`src/stg_cell.sv`:
```
// ----------------------------------------------------------------------------
// stg_cell: one tableau row slot of the rotating chain
// Holds X word, Z word and sign; takes its neighbor's row on each shift.
// ----------------------------------------------------------------------------
`timescale 1ns / 1ps
`default_nettype none

module stg_cell #(
  parameter int unsigned QN = 64
) (
  input  wire logic          clk_i,
  input  wire logic          rst_ni,
  input  wire logic          shift_i,
  input  wire logic [QN-1:0] x_i,
  input  wire logic [QN-1:0] z_i,
  input  wire logic          s_i,
  output logic      [QN-1:0] x_o,
  output logic      [QN-1:0] z_o,
  output logic               s_o
);

  logic [QN-1:0] x_q, z_q;
  logic          s_q;

  always_ff @(posedge clk_i) begin
    if (shift_i) begin
      x_q <= x_i;
      z_q <= z_i;
    end
  end

  // sign bits reset to plus phase
  always_ff @(posedge clk_i or negedge rst_ni) begin
    if (!rst_ni) begin
      s_q <= 1'b0;
    end else if (shift_i) begin
      s_q <= s_i;
    end
  end

  assign x_o = x_q;
  assign z_o = z_q;
  assign s_o = s_q;

endmodule : stg_cell

`default_nettype wire

```
`config.mk`:
```
export PLATFORM = sky130hd
export DESIGN_NAME = stg_cell
export DESIGN_NICKNAME = d
export VERILOG_FILES = /design/src/stg_cell.sv
export SDC_FILE = /design/constraint.sdc
export NUM_CORES = 1
export LEC_CHECK = 0
export BUFFER_PORTS_ARGS = -buffer_cell sky130_fd_sc_hd__buf_2
export CAP_MARGIN = 20
export CORE_MARGIN = 5
export CORE_UTILIZATION = 35
export CTS_CLUSTER_DIAMETER = 200
export DETAILED_ROUTE_END_ITERATION = 16
export PLACE_DENSITY = 0.69
export SYNTH_ARGS = -nofsm -noshare
export SYNTH_HDL_FRONTEND = slang
export SYNTH_SLANG_ARGS = --single-unit
```
`constraint.sdc`:
```
create_clock -name clk_i -period 1.6 [get_ports clk_i]
set_input_delay 0.32 -clock clk_i [delete_from_list [all_inputs] [get_ports clk_i]]
set_output_delay 0.32 -clock clk_i [all_outputs]
set_load 0.02 [all_outputs]
```
==> results.json, run 1 <==
{
  "io_buffers": 260,
  "seq_area_frac_synth_pct": 99.6,
  "hpwlAfterDp_um": 7630,
  "ys_warn_count": 0,
  "synthFlopType": "edfxtp_1",
  "outcome": "aborted with a tool error",
  "ys_types": 3,
  "cts_setup_buffers": 0,
  "synth_area_leaders": "edfxtp_1 99%, dfrtp_1 0.64%, mux2_4 0.39%",
  "synth_top_area_share_pct": 99.0,
  "start_util_pct": 35.8,
  "io_pins": 261,
  "async_reset_ff_share_pct": 0.775,
  "error_line": "[ERROR RSZ-0060] Max buffer count reached.",
  "synth_common_cells": "128 x edfxtp_1, 1 x dfrtp_1, 1 x mux2_4",
  "cts_sinks": 129,
  "clockRootBuffer": "clkbuf_8",
  "netlist_instances": 130,
  "synth_nets": 262,
  "synth.cell_area_sq_um": 3880,
  "dp_cells": 533,
  "gp_congestion": 0.757,
  "synth.most_common_cell": "edfxtp_1",
  "synth-edff-count": 128,
  "die_w_um": 115,
  "ys_ff_latch": 129,
  "cts_buffers": 17,
  "yosys.area.top_type": "edfxtp_1",
  "lastStage": "clock tree synthesis",
  "htree_num_levels": 4,
  "num_rows": 38,
  "ctsHoldBuffers": 114,
  "die_height_um": 115,
  "clockBufferDepth": 2,
  "cts_resized": 0,
  "synth.avg_cell_area_sq_um": 29.9
}
per-stage QoR:
step	utilization [%]	setup slack, ns	cell area (sq um)
2_1_floorplan	-	0.765	3880
3_3_place_gp	50.0	0.432	5420
3_5_place_dp	50.0	0.415	5420
kinds of logic after synthesis:
kind of cell,Yosys count,synth area share [%]
flops,129,99.6
mux,1,0.386
==> run 2, diff against run 1 <==
Settings changed: CORE_UTILIZATION 35 to 20, CTS_CLUSTER_DIAMETER 200 to not set, PLACE_DENSITY 0.69 to not set, PLACE_DENSITY_LB_ADDON set to 0.15.
==> run 2 against run 1 <==
The run now ends clean. Synthesized cell count is the same. Area after synthesis did not move.
==> results.json, run 2 <==
{
  "p_leak_nw": 2.63,
  "hpwlAfterDp_um": 8580,
  "synth_common_cells": "128 x edfxtp_1, 1 x dfrtp_1, 1 x mux2_4",
  "synth_top_area_share_pct": 99.0,
  "synth.avg_cell_area_sq_um": 29.9,
  "hold_violations": 0,
  "async_reset_ff_share_pct": 0.775,
  "vias": 2420,
  "endpoint_kind": "output pin",
  "grt_max_degree": 38,
  "cts_sinks": 129,
  "yosys.area.top_type": "edfxtp_1",
  "setup_viol": 0,
  "power_density_nw_per_um2": 1430,
  "r2r.worst_path.cells": 1,
  "ctsHoldBuffers": 1,
  "die_height_um": 149,
  "skew_ns": 0,
  "io_buffers": 260,
  "slew_violations": 0,
  "fin_crit_ns": 1.29,
  "ys_types": 3,
  "num_antenna_cells": 0,
  "start_util_pct": 20.2,
  "routed_via_density": 3.49,
  "synth_nets": 262,
  "clockRootBuffer": "clkbuf_16",
  "arrival_ns": 0.97,
  "cp_num_buf_inv": 1,
  "drt_iter0_markers": 52,
  "reg2reg_slack_ns": 0.84,
  "layout_commonest_cell": "buf_2",
  "core_area_sq_um": 19300,
  "slowest_stage": "edfxtp_1",
  "detail_route.first_pass.iterations": 4,
  "netlist_instances": 130,
  "worstSetupPathType": "flop to output pin",
  "num_rows": 51,
  "overflow": 0,
  "placed_area_sq_um": 5590,
  "synthFlopType": "edfxtp_1",
  "rsz0062_at_grt": "no",
  "synth.most_common_cell": "edfxtp_1",
  "rr_endpoint": "s_o",
  "cts_tree": "done",
  "wl_per_cell_um": 15.9,
  "cts_setup_buffers": 0,
  "cpLargestDelayFamily": "flip-flops",
  "slew_headroom_pct": 78.3,
  "clk_latency_ns": 0.41,
  "first_global_vias": 2664,
  "dieArea_sq_um": 22300,
  "seq_area_frac_synth_pct": 99.6,
  "fin_area_sq_um": 6210,
  "drive_gt1_share_pct": 69.4,
  "nets": 547,
  "htree_num_levels": 4,
  "outcome": "finished clean",
  "clockBufferDepth": 2,
  "grtUsageTotal_pct": 9.47,
  "synth_area_leaders": "edfxtp_1 99%, dfrtp_1 0.64%, mux2_4 0.39%",
  "path_cells": "buf_2",
  "gp_congestion": 0.706,
  "io_pins": 261,
  "max_clock_freq_mhz": 777,
  "cp_max_fo": 1,
  "drc": 0,
  "post-route-util_pct": 32.2,
  "antenna_found_initial": 2,
  "max_cap_violations": 0,
  "cts_resized": 0,
  "r2r-start": "s_o",
  "grt_pass1_wl_um": 15400,
  "max_stage_delay_ns": 0.38,
  "worst_ep_required_time_ns": 1.28,
  "cts_buffers": 17,
  "clkTransAtPathRegs_ns": 0.06,
  "tightest_slew_ns": 0.325,
  "drtAntennaViolNets": 0,
  "fin_setup_tns_ns": 0,
  "ys_ff_latch": 129,
  "holdCritStartpoint": "x_i[57]",
  "routed_wl_um": 11000,
  "irDropWorstVdd_uv": 673,
  "hold_end": "x_o[57]",
  "min_delay_path_depth": 1,
  "fin_crit_sh_pct": 80.4,
  "start_kind": "flop",
  "synth-edff-count": 128,
  "hold_path_class": "input pin to flop",
  "synth.cell_area_sq_um": 3880,
  "layout_common_cells": "259 x buf_2, 128 x edfxtp_1, 17 x clkbuf_16, 5 x inv_6",
  "ys_warn_count": 0,
  "areaGrowthSynthToFinish_pct": 59.9,
  "die_w_um": 149
}
[run 2: cell counts after synthesis]
No cell type changed its count.
[run 2: layout make-up]
type / instances / area (sq um)
clock buffer: 18 / 429
multi-input combinational: 1 / 15.0
sequential: 129 / 3870
fill: 1946 / 13100
tap: 265 / 332
clock inverter: 14 / 176
timing repair buffer: 266 / 1390
[run 2: logic make-up (layout without fill, tap and decap cells)]
kind of cell	Yosys count	in the layout	synth area share, %
flip-flops	129	129	99.6
multiplexers	1	1	0.386
buffers and inverters	0	298	0
[run 2: layer usage]
layer / vias to the layer above / share of wire [%] / global-route usage, %
li1: 1107 / - / -
met1: 1138 / 35 / 9.59
met2: 153 / 51 / 15.4
met3: 18 / 13 / 6.14
met4: 4 / 1.7 / 4.21
met5: - / 0.25 / 0
[run 2: worst max path at each step]
stage | depth (start not counted) | end | startpoint
4_1_cts | 1 | x_o[59] | x_o[59]
3_5_place_dp | 2 | z_o[18] | shift_i
2_1_floorplan | 1 | s_o | s_o
3_3_place_gp | 2 | z_o[10] | shift_i
6_report | 1 | z_o[8] | z_o[8]
5_1_grt | 1 | z_o[8] | z_o[8]
[run 2: where the power goes]
group	internal, mW	switching, mW
clock	2.47	1.48
combinational	0.303	0.565
sequential	4.01	0.0605
total	6.79	2.10
[run 2: through the flow]
stage	instances	worst slack, ns	hold WS, ns	power, mW
after CTS	693	0.273	0.0528	9.06
final	693	0.314	0.0814	8.89
after global placement	660	0.355	0.0952	5.03
after global routing	693	0.257	0.0458	9.28
after detailed placement	660	0.343	0.0987	5.03
after floorplan	130	0.765	0.0244	4.51
Note: power is estimated with default switching activity, not from simulation.
